## config.mk

```make
export PLATFORM = sky130hd
export DESIGN_NAME = integer_to_roman_encoder_flat
export DESIGN_NICKNAME = d
export VERILOG_FILES = /design/src/rtl/itr_pkg.sv /design/src/rtl/itr_if.sv /design/src/rtl/itr_core.sv /design/src/rtl/integer_to_roman_encoder.sv /design/src/flat_wrapper.sv
export SDC_FILE = /design/constraint.sdc
export NUM_CORES = 1
export LEC_CHECK = 0
export ABC_AREA = 1
export BUFFER_PORTS_ARGS = -buffer_cell sky130_fd_sc_hd__buf_2
export CORE_ASPECT_RATIO = 0.6
export CORE_MARGIN = 2
export CORE_UTILIZATION = 44
export CTS_BUF_LIST = sky130_fd_sc_hd__clkbuf_16
export DETAILED_ROUTE_END_ITERATION = 7
export HOLD_SLACK_MARGIN = 0.05
export MAX_ROUTING_LAYER = met4
export PLACE_DENSITY = 0.74
export SYNTH_ARGS = -nofsm -noshare
export SYNTH_HDL_FRONTEND = slang
export SYNTH_SLANG_ARGS = --single-unit
```

## constraint.sdc

```tcl
create_clock -name clk_i -period 3.17 [get_ports clk_i]
set_clock_uncertainty 0.1 [all_clocks]
set_input_delay 0.1585 -clock clk_i [delete_from_list [all_inputs] [get_ports clk_i]]
set_output_delay 0.1585 -clock clk_i [all_outputs]
set_load 0.03 [all_outputs]
```

## src/rtl/itr_pkg.sv

```systemverilog
// shared types, widths and constants of the integer to roman numeral encoder
// the numeral table lives here; used by the interfaces, the core and the top level
`default_nettype none

package itr_pkg;

  localparam int VALUE_W  = 12;
  localparam int SYM_W    = 7;
  localparam int WEIGHT_W = 10;
  localparam int IDX_W    = 4;

  localparam logic [VALUE_W-1:0] MAX_VALID = 12'd3999;

  // ascii letters
  localparam logic [SYM_W-1:0] CH_NONE = 7'h00;
  localparam logic [SYM_W-1:0] CH_I    = 7'h49;
  localparam logic [SYM_W-1:0] CH_V    = 7'h56;
  localparam logic [SYM_W-1:0] CH_X    = 7'h58;
  localparam logic [SYM_W-1:0] CH_L    = 7'h4C;
  localparam logic [SYM_W-1:0] CH_C    = 7'h43;
  localparam logic [SYM_W-1:0] CH_D    = 7'h44;
  localparam logic [SYM_W-1:0] CH_M    = 7'h4D;

  typedef enum logic [1:0] {
    ST_IDLE,
    ST_RUN,
    ST_PAIR,
    ST_ERR
  } itr_state_e;

  typedef struct packed {
    logic [SYM_W-1:0] symbol;
    logic             last;
    logic             range_error;
  } itr_word_t;

  typedef struct packed {
    logic [WEIGHT_W-1:0] weight;
    logic [SYM_W-1:0]    lead;
    logic [SYM_W-1:0]    tail;
    logic                pair;
  } itr_entry_t;

  // greedy numeral table, largest weight first
  function automatic itr_entry_t itr_entry(input logic [IDX_W-1:0] idx);
    itr_entry_t e;
    case (idx)
      4'd0:    e = '{weight: 10'd1000, lead: CH_M, tail: CH_NONE, pair: 1'b0};
      4'd1:    e = '{weight: 10'd900,  lead: CH_C, tail: CH_M,    pair: 1'b1};
      4'd2:    e = '{weight: 10'd500,  lead: CH_D, tail: CH_NONE, pair: 1'b0};
      4'd3:    e = '{weight: 10'd400,  lead: CH_C, tail: CH_D,    pair: 1'b1};
      4'd4:    e = '{weight: 10'd100,  lead: CH_C, tail: CH_NONE, pair: 1'b0};
      4'd5:    e = '{weight: 10'd90,   lead: CH_X, tail: CH_C,    pair: 1'b1};
      4'd6:    e = '{weight: 10'd50,   lead: CH_L, tail: CH_NONE, pair: 1'b0};
      4'd7:    e = '{weight: 10'd40,   lead: CH_X, tail: CH_L,    pair: 1'b1};
      4'd8:    e = '{weight: 10'd10,   lead: CH_X, tail: CH_NONE, pair: 1'b0};
      4'd9:    e = '{weight: 10'd9,    lead: CH_I, tail: CH_X,    pair: 1'b1};
      4'd10:   e = '{weight: 10'd5,    lead: CH_V, tail: CH_NONE, pair: 1'b0};
      4'd11:   e = '{weight: 10'd4,    lead: CH_I, tail: CH_V,    pair: 1'b1};
      default: e = '{weight: 10'd1,    lead: CH_I, tail: CH_NONE, pair: 1'b0};
    endcase
    return e;
  endfunction

endpackage

`default_nettype wire

```

## src/rtl/itr_if.sv

```systemverilog
// valid/ready channel interfaces of the roman numeral encoder
// depends on itr_pkg for the payload widths
`default_nettype none

interface itr_in_if;
  import itr_pkg::*;
  logic               valid;
  logic               ready;
  logic [VALUE_W-1:0] value;

  modport source (output valid, output value, input ready);
  modport sink   (input valid, input value, output ready);
endinterface

interface itr_out_if;
  import itr_pkg::*;
  logic             valid;
  logic             ready;
  logic [SYM_W-1:0] symbol;
  logic             last;
  logic             range_error;

  modport source (output valid, output symbol, output last, output range_error, input ready);
  modport sink   (input valid, input symbol, input last, input range_error, output ready);
endinterface

`default_nettype wire

```

## src/rtl/itr_core.sv

```systemverilog
// sequencer and shared compare/subtract unit that walks the numeral table
// depends on itr_pkg; emits at most one letter word per cycle, none on a skipped entry
`default_nettype none

module itr_core (
  input  wire logic                       clk_i,
  input  wire logic                       rst_ni,
  input  wire logic                       start_i,
  input  wire logic [itr_pkg::VALUE_W-1:0] value_i,
  input  wire logic                       stall_i,
  output logic                            idle_o,
  output logic                            word_valid_o,
  output itr_pkg::itr_word_t              word_o
);
  import itr_pkg::*;

  itr_state_e         state_q, state_d;
  logic [VALUE_W-1:0] rem_q, rem_d;
  logic [IDX_W-1:0]   idx_q, idx_d;

  itr_entry_t         ent;
  logic               ge;
  logic [VALUE_W-1:0] diff;

  // the one shared unit: compare and subtract against the current table entry
  assign ent  = itr_entry(idx_q);
  assign ge   = rem_q >= {{(VALUE_W-WEIGHT_W){1'b0}}, ent.weight};
  assign diff = rem_q - {{(VALUE_W-WEIGHT_W){1'b0}}, ent.weight};

  always_ff @(posedge clk_i or negedge rst_ni) begin
    if (!rst_ni) begin
      state_q <= ST_IDLE;
    end else begin
      state_q <= state_d;
    end
  end

  always_ff @(posedge clk_i) begin
    rem_q <= rem_d;
    idx_q <= idx_d;
  end

  always_comb begin
    state_d      = state_q;
    rem_d        = rem_q;
    idx_d        = idx_q;
    idle_o       = 1'b0;
    word_valid_o = 1'b0;
    word_o       = '{symbol: CH_NONE, last: 1'b0, range_error: 1'b0};
    case (state_q)
      ST_IDLE: begin
        idle_o = 1'b1;
        if (start_i) begin
          rem_d = value_i;
          idx_d = '0;
          if (value_i == '0 || value_i > MAX_VALID) begin
            state_d = ST_ERR;
          end else begin
            state_d = ST_RUN;
          end
        end
      end
      ST_RUN: begin
        if (ge) begin
          word_valid_o = 1'b1;
          word_o.symbol = ent.lead;
          word_o.last   = !ent.pair && (diff == '0);
          if (!stall_i) begin
            rem_d = diff;
            if (ent.pair) begin
              state_d = ST_PAIR;
            end else if (diff == '0) begin
              state_d = ST_IDLE;
            end
          end
        end else begin
          idx_d = idx_q + 1'b1;
        end
      end
      ST_PAIR: begin
        // second letter of a subtractive pair; the entry is never used twice
        word_valid_o = 1'b1;
        word_o.symbol = ent.tail;
        word_o.last   = (rem_q == '0);
        if (!stall_i) begin
          idx_d = idx_q + 1'b1;
          if (rem_q == '0) begin
            state_d = ST_IDLE;
          end else begin
            state_d = ST_RUN;
          end
        end
      end
      ST_ERR: begin
        word_valid_o = 1'b1;
        word_o = '{symbol: CH_NONE, last: 1'b1, range_error: 1'b1};
        if (!stall_i) begin
          state_d = ST_IDLE;
        end
      end
      default: begin
        state_d = ST_IDLE;
      end
    endcase
  end

endmodule

`default_nettype wire

```

## src/rtl/integer_to_roman_encoder.sv

```systemverilog
// top level of the integer to roman numeral encoder: input handshake and output register
// depends on itr_pkg, itr_if and itr_core
// after an accept the sequencer loads the value, then walks the table; each letter it finds
//   goes out through the output register (13-entry greedy table, one compare/subtract unit,
//   up to 12 skips before a letter); an out-of-range value yields a single error word;
//   a new value is taken only after the sequencer has emitted the last word of the previous one
// input is ready only when idle; reset clears the sequencer state and the output valid flag
`default_nettype none

module integer_to_roman_encoder (
  input  wire logic  clk_i,
  input  wire logic  rst_ni,
  itr_in_if.sink     in_i,
  itr_out_if.source  out_o
);
  import itr_pkg::*;

  logic      core_idle;
  logic      core_valid;
  itr_word_t core_word;
  logic      stall;

  logic      out_valid_q, out_valid_d;
  itr_word_t out_word_q, out_word_d;

  assign stall      = out_valid_q && !out_o.ready;
  assign in_i.ready = core_idle;

  itr_core u_core (
    .clk_i        (clk_i),
    .rst_ni       (rst_ni),
    .start_i      (in_i.valid),
    .value_i      (in_i.value),
    .stall_i      (stall),
    .idle_o       (core_idle),
    .word_valid_o (core_valid),
    .word_o       (core_word)
  );

  always_comb begin
    out_valid_d = out_valid_q;
    out_word_d  = out_word_q;
    if (!stall) begin
      out_valid_d = core_valid;
      out_word_d  = core_word;
    end
  end

  always_ff @(posedge clk_i or negedge rst_ni) begin
    if (!rst_ni) begin
      out_valid_q <= 1'b0;
    end else begin
      out_valid_q <= out_valid_d;
    end
  end

  always_ff @(posedge clk_i) begin
    out_word_q <= out_word_d;
  end

  assign out_o.valid       = out_valid_q;
  assign out_o.symbol      = out_word_q.symbol;
  assign out_o.last        = out_word_q.last;
  assign out_o.range_error = out_word_q.range_error;

endmodule

`default_nettype wire

```

## src/flat_wrapper.sv

```systemverilog
// flat-port wrapper written by rule: the top's interface ports become plain ports
module integer_to_roman_encoder_flat import itr_pkg::*;
  (clk_i, rst_ni, in_i_valid, in_i_value, in_i_ready, out_o_valid, out_o_symbol, out_o_last, out_o_range_error, out_o_ready);
  itr_in_if in_i_i ();
  itr_out_if out_o_i ();
  input  wire logic clk_i;
  input  wire logic rst_ni;
  input wire logic [$bits(in_i_i.valid)-1:0] in_i_valid;
  input wire logic [$bits(in_i_i.value)-1:0] in_i_value;
  output wire logic [$bits(in_i_i.ready)-1:0] in_i_ready;
  output wire logic [$bits(out_o_i.valid)-1:0] out_o_valid;
  output wire logic [$bits(out_o_i.symbol)-1:0] out_o_symbol;
  output wire logic [$bits(out_o_i.last)-1:0] out_o_last;
  output wire logic [$bits(out_o_i.range_error)-1:0] out_o_range_error;
  input wire logic [$bits(out_o_i.ready)-1:0] out_o_ready;
  assign in_i_i.valid = in_i_valid;
  assign in_i_i.value = in_i_value;
  assign in_i_ready = in_i_i.ready;
  assign out_o_valid = out_o_i.valid;
  assign out_o_symbol = out_o_i.symbol;
  assign out_o_last = out_o_i.last;
  assign out_o_range_error = out_o_i.range_error;
  assign out_o_i.ready = out_o_ready;
  integer_to_roman_encoder u_core (.clk_i(clk_i), .rst_ni(rst_ni), .in_i(in_i_i), .out_o(out_o_i));
endmodule
```

==> results.py, run 1 <==
metrics = {
    "clock_network": {
        "buffer_depth_of_the_longest_clock_path": 2,
        "worst_skew_pair.late_latency_ns": 0.28,
        "cts_inserted_buffers": 5,
        "root_buffer": "clkbuf_16",
        "clk_pin_slew_ns": 0.06,
        "htree_num_levels": 2,
        "cts_tree": "done",
        "clock_sink_count": 47,
    },
    "sta": {
        "hold_viol_final": 0,
        "hold_slack_ns": 0.0870,
        "fmax_mhz": 348,
        "tightest_slew_ns": 0.541,
        "finalCriticalPeriod_ns": 2.87,
        "timing.final.crit_share_pct": 90.7,
        "rsz0062_at_grt": "no",
        "worst_slack_ns": 0.296,
        "timing.max_slew.rel_slack_pct": 63.6,
        "final-max-slew-violation-count": 0,
        "sum_of_negative_setup_slack_ns": 0,
        "setup-violations-final": 0,
    },
    "floorplanning": {
        "io-pin-count": 27,
        "dieWidth_um": 115,
        "floorplan.initialDensity_pct": 45.1,
        "cell_row_count": 24,
        "dieArea_um2": 8120,
        "core_area_um2": 7210,
        "die_y_um": 70.6,
    },
    "job": {
        "max_cap_violations": 0,
    },
    "worst_setup_path": {
        "cp.required_ns": 3.25,
        "worst_setup_path_startpoint": "u_core.u_core.rem_q[0]",
        "worstPathCellList": "inv_1, ha_1, inv_1, fa_2, nand2_1, nand2_1, nand4_1, nand4_2, nand2_4, nand3_1, nand2_4, inv_2, ha_1, inv_1, nand2_1, nand3_1, nand2_1",
        "critical_path_class": "flop to flop",
        "type_of_element_capturing_the_critical_path": "flop",
        "cp_slowest_stage_delay_ns": 0.39,
        "r2r-start": "u_core.u_core.rem_q[0]",
        "worst_setup_path_start_kind": "flop",
        "reg2reg_slack_ns": 0.30,
        "worst_path_arrival_ns": 2.95,
        "critical-path-top-cell-by-count": "nand2_1",
        "cp_max_fo": 7,
        "slowest_stage_cell_crit_path": "edfxtp_1",
        "ff2ff_path_depth": 17,
        "reg2reg_to": "u_core.u_core.ent[17]",
    },
    "synth": {
        "synth_enable_flop_cells": 24,
        "synth.cell_area_um2": 3250,
        "ys_seq_elements": 47,
        "async_reset_ff_share_pct": 6.38,
        "synth.most_common_cell": "nand2_1",
        "synthesis.yosys.warnings": 0,
        "synth_top_cells_by_area": "edfxtp_1 (22%), nand2_1 (17%), dfxtp_1 (12%), ha_1 (8.5%), inv_1 (7.2%)",
        "yosysUniqueCellTypes": 36,
        "synth_commonest_cells": "nand2_1 (147), inv_1 (62), nand3_1 (40)",
        "synth-seq-area-share_pct": 36.8,
        "synth_top_area_share_pct": 22.2,
        "synth_nets": 483,
        "synthesis.area_per_instance_um2": 7.32,
        "synthFlopType": "edfxtp_1",
        "synth_area_leader_cell": "edfxtp_1",
        "post_synth_inst_count": 444,
    },
    "routing": {
        "post_drt_via_cell_ratio": 5.26,
        "dr_total_vias": 2981,
        "drt-wirelength-per-cell_um": 14.2,
        "route.final.wire_length_mm": 8.04,
        "post-route-drc-count": 0,
        "first_iter_violations": 399,
        "postRouteAntennaNets": 0,
        "detailedRoute.firstPassIterationCount": 5,
    },
    "placed_design": {
        "placement.io_buffers": 25,
        "detailedPlacementHpwl_mm": 6.38,
        "preCtsSetupSlack_ns": 0.201,
        "gp_routability_congestion": 0.915,
    },
    "final_layout": {
        "fillerInstances": 671,
        "antennaDiodeCount": 0,
        "post-route-util_pct": 50.7,
        "final_nets": 514,
        "area_growth_pct": 12.3,
        "layout-drive-gt1-share_pct": 14.9,
    },
    "global_routing": {
        "global_route.usage.total_pct": 21.4,
        "grt_start_max_net_pins": 18,
        "number_of_global_route_vias_before_repair": 2681,
        "grt-ovfl-total": 0,
        "antenna_found_initial": 0,
        "grt_pass1_wl_mm": 13.1,
    },
    "min_path": {
        "hold_class": "primary input to async pin",
    },
    "status": {
        "status": "finished clean",
    },
}
==> layout by cell type (no fill, tap or decap), types with 2 or more instances in the layout <==
cell type / n
nand3_1: 40
nand4_1: 7
nor2_2: 2
nor4_1: 5
a21oi_1: 17
inv_1: 62
dfxtp_1: 20
clkbuf_16: 5
o21ai_0: 13
nand3b_1: 2
buf_4: 7
nand2_1: 147
nor2_1: 31
nand2_4: 8
edfxtp_1: 24
dfrtp_1: 3
nand2_2: 7
o21ai_2: 3
buf_2: 25
nor3_1: 4
ha_1: 22
inv_2: 3
nor2_4: 3
==> registers in the layout, summed over array words and instances, names as in the netlist <==
register                  count
u_core.u_core.state_q         2
u_core.out_o.range_error      1
u_core.u_core.rem_q          12
u_core.out_o.last             1
u_core.u_core.ent            20
u_core.u_core.idx_q           4
u_core.out_o.valid            1
u_core.out_o.symbol           6
==> routing by layer <==
metal / vias up / routed length, um / part of all wire [%] / GRT usage [%]
met3: 6 / 893 / 11 / 6.77
met1: 1355 / 4100 / 51 / 33.3
met5: - / 0 / 0 / -
li1: 1481 / - / - / -
met4: 0 / 53 / 0.66 / 3.35
met2: 139 / 2990 / 37 / 27.1
==> per-stage QoR <==
stage	instances	instance area, um2
CTS	564	3630
global placement	555	3450
global route	567	3650
finish	567	3650
floorplan	444	3250
detailed placement	555	3450
==> area by class of cell <==
class	instances	area, um2	area share (%)
flip-flops and latches	47	1200	32.8
clock buffers	5	125	3.43
clock inverters	3	42.5	1.16
inverters	65	244	6.68
multi-input cells	323	1740	47.7
well taps	91	114	3.12
repair buffers	33	188	5.14
==> worst max-delay path, delay by kind of cell (launching register included) <==
family | cells | cell delay [ns]
simple gates | 10 | 1.10
fa+ha+maj | 3 | 0.87
flops | 1 | 0.39
buf+inv | 4 | 0.31
==> worst max-delay path by stage <==
stage | slack (ns) | end
2_1_floorplan | 0.34 | u_core.u_core.rem_q[0]
3_3_place_gp | 0.33 | u_core.u_core.ent[17]
3_5_place_dp | 0.20 | u_core.u_core.ent[18]
4_1_cts | 0.16 | u_core.u_core.ent[18]
5_1_grt | 0.03 | u_core.u_core.ent[17]
6_report | 0.30 | u_core.u_core.ent[17]
==> what timing repair did <==
| action | 4_1_cts | 5_1_grt |
|---|---|---|
| endpoints found under the setup margin | 0 | 7 |
| hold buffers | 1 | 0 |
| gates resized for setup | 0 | 2 |
| setup buffers | 0 | 3 |
| endpoints found under the hold margin | 3 | 0 |
==> logic make-up after synthesis <==
logic type	count (synthesis)	share of synthesized area, %
compound gates	39	7.12
xor+xnor	1	0.269
fa+ha+maj	23	9.08
buf+inv	74	9.70
flops	47	36.8
other cells	1	0.115
simple gates	259	36.9
Power of run 1 is not shown: default switching activity piles up to over one toggle a cycle in this logic, so the estimate is an artifact.
==> inputs of run 2 (changes only) <==
--- a/config.mk
+++ b/config.mk
@@ -17,4 +17,5 @@
 export PLACE_DENSITY = 0.74
 export SYNTH_ARGS = -nofsm -noshare
 export SYNTH_HDL_FRONTEND = slang
+export SYNTH_HIERARCHICAL = 1
 export SYNTH_SLANG_ARGS = --single-unit
==> results.py, run 2 <==
metrics = {
    "synth": {
        "async_reset_ff_share_pct": 6.25,
        "synth-xor-area-share_pct": 0.270,
        "synthFlopType": "edfxtp_1",
        "synth.area.mux_share_pct": 0,
        "ys_seq_elements": 48,
        "synth_enable_flop_cells": 25,
        "synth_area_leader_cell": "edfxtp_1",
        "yosysUniqueCellTypes": 37,
        "synth_top_family_by_area": "simple AND/OR/NAND/NOR gates",
        "synth.most_common_cell": "nand2_1",
        "synth_top_area_share_pct": 23.2,
        "synth_nets": 465,
        "synthesis.yosys.warnings": 6,
        "synthesis.area_per_instance_um2": 7.61,
        "synth.cell_area_um2": 3240,
        "synth_top_cells_by_area": "edfxtp_1 (23%), nand2_1 (14%), dfxtp_1 (12%), ha_1 (8.5%), inv_1 (7.1%)",
        "synth_commonest_cells": "nand2_1 (122), inv_1 (61), nor2_1 (35)",
        "synth_simple_gate_area_share_pct": 35.9,
        "post_synth_inst_count": 426,
        "synth-seq-area-share_pct": 37.8,
        "synthAdderAreaFrac_pct": 9.11,
        "synth_compound_gate_area_share_pct": 6.33,
    },
    "clock_network": {
        "root_buffer": "clkbuf_16",
        "post-cts-setup-buffers": 0,
        "clk_pin_slew_ns": 0.07,
        "htree_num_levels": 2,
        "clock_sink_count": 48,
        "worst_skew_pair.late_latency_ns": 0.29,
        "cts_tree": "done",
        "cts_inserted_buffers": 5,
        "buffer_depth_of_the_longest_clock_path": 2,
    },
    "sta": {
        "timing.max_slew.rel_slack_pct": 66.2,
        "setup-violations-final": 0,
        "fmax_mhz": 344,
        "finalCriticalPeriod_ns": 2.91,
        "worst_slack_ns": 0.262,
        "sum_of_negative_setup_slack_ns": 0,
        "hold_viol_final": 0,
        "rsz0062_at_grt": "no",
        "timing.final.crit_share_pct": 91.7,
        "final-max-slew-violation-count": 0,
        "tightest_slew_ns": 0.503,
    },
    "global_routing": {
        "number_of_global_route_vias_before_repair": 2595,
        "grt-ovfl-total": 0,
        "grt_pass1_wl_mm": 12.8,
        "antenna_found_initial": 0,
        "grt_start_max_net_pins": 18,
        "global_route.usage.total_pct": 20.8,
    },
    "floorplanning": {
        "cell_row_count": 24,
        "die_y_um": 70.5,
        "io-pin-count": 27,
        "core_area_um2": 7210,
        "floorplan.initialDensity_pct": 45.0,
        "dieArea_um2": 8090,
        "dieWidth_um": 115,
    },
    "placed_design": {
        "placement.cell_area_um2": 3420,
        "placement.io_buffers": 26,
        "detailedPlacementHpwl_mm": 5.98,
        "preCtsSetupSlack_ns": 0.0575,
        "gp_routability_congestion": 0.981,
    },
    "worst_setup_path": {
        "cp_max_fo": 11,
        "type_of_element_capturing_the_critical_path": "flop",
        "ff2ff_path_depth": 17,
        "worstPathCellList": "inv_1, ha_1, inv_1, fa_2, nand3_1, nand2_2, nand3_2, nand4_4, nand2_8, nand3_4, nand2_1, nand2_2, ha_1, inv_1, nand2_1, nand3_1, nand2_1",
        "slowest_stage_cell_crit_path": "edfxtp_1",
        "cp.required_ns": 3.25,
        "critical_path_class": "flop to flop",
        "worst_path_arrival_ns": 2.98,
        "cp_slowest_stage_delay_ns": 0.40,
        "worst_setup_path_start_kind": "flop",
    },
    "final_layout": {
        "fillerInstances": 677,
        "largest_reg_flops": 20,
        "antennaDiodeCount": 0,
        "layout.cells.most_common": "nand2_1",
        "finish.instance_area_um2": 3630,
        "final_cell_mix": "nand2_1 (121), inv_1 (62), nor2_1 (35)",
        "layout-drive-gt1-share_pct": 16.5,
        "final_nets": 493,
        "area_growth_pct": 12.0,
    },
    "routing": {
        "detailedRoute.firstPassIterationCount": 5,
        "first_iter_violations": 261,
        "dr_total_vias": 2839,
        "drt-wirelength-per-cell_um": 14.3,
        "route.final.wire_length_mm": 7.82,
        "post-route-drc-count": 0,
        "post_drt_via_cell_ratio": 5.20,
        "postRouteAntennaNets": 0,
    },
    "job": {
        "max_cap_violations": 0,
    },
    "status": {
        "status": "finished clean",
    },
    "min_path": {
        "worst_hold_path.num_cells": 3,
        "hold_class": "primary input to flop",
    },
}
-- run 2: worst max-delay path: cells and delay by family, from the launching register on --
kind,cells,cell delay [ns]
buffers and inverters,3,0.23
AND/OR/NAND/NOR,11,1.25
adder cells (fa/ha/maj),3,0.83
flip-flops,1,0.40
-- run 2: repair_timing --
item	4_1_cts	5_1_grt
hold buffers	1	0
setup endpoints to repair	0	12
hold endpoints to repair	3	0
resized for setup	0	6
-- run 2: cell type report --
| class | count | area, um2 | share of cell area, % |
|---|---|---|---|
| clock buffer | 5 | 125 | 3.45 |
| clock inverter | 3 | 38.8 | 1.07 |
| inverter | 65 | 246 | 6.79 |
| multi-input combinational | 303 | 1710 | 47.1 |
| sequential | 48 | 1230 | 33.8 |
| tap | 91 | 114 | 3.14 |
| timing repair buffer | 31 | 170 | 4.69 |
-- run 2: per-stage QoR --
stage          hold WS, ns  utilization [%]  instances
6_report            0.0553             50.4        546
5_1_grt             0.0631             50.4        546
4_1_cts             0.0557             49.9        546
3_5_place_dp        -0.138             47.4        537
3_3_place_gp        -0.144             47.4        537
2_1_floorplan       -0.237                -        426
-- run 2: worst paths after layout --
check | start | endpoint | slack [ns]
worst max-delay path | u_core/u_core/rem_q[0] | u_core/u_core/ent[9] | 0.26
worst max register to register | u_core/u_core/rem_q[0] | u_core/u_core/ent[9] | 0.26
min in group asynchronous | rst_ni | u_core/out_o.valid | 0.11
worst min-delay path | in_i_value[2] | u_core/u_core/rem_q[2] | 0.06
worst min register to register | u_core/u_core/state_q[1] | u_core/u_core/state_q[1] | 0.45
max in group asynchronous | rst_ni | u_core/u_core/state_q[1] | 2.75
-- run 2: cell families after synthesis --
group                      after synthesis
adders and majority gates               23
AOI/OAI and AO/OA                       36
and+or+nand+nor                        242
DFF                                     48
other                                    1
xor gates and xnor gates                 1
buffers and inverters                   75
-- run 2: metal layers --
metal	GRT usage (%)	vias to the layer above	wire, um
li1	-	1423	-
met1	32.3	1293	4010
met2	27.5	120	3120
met3	4.25	3	654
met4	4.42	0	29
met5	-	-	0
Power of run 2 is left out for the same reason.
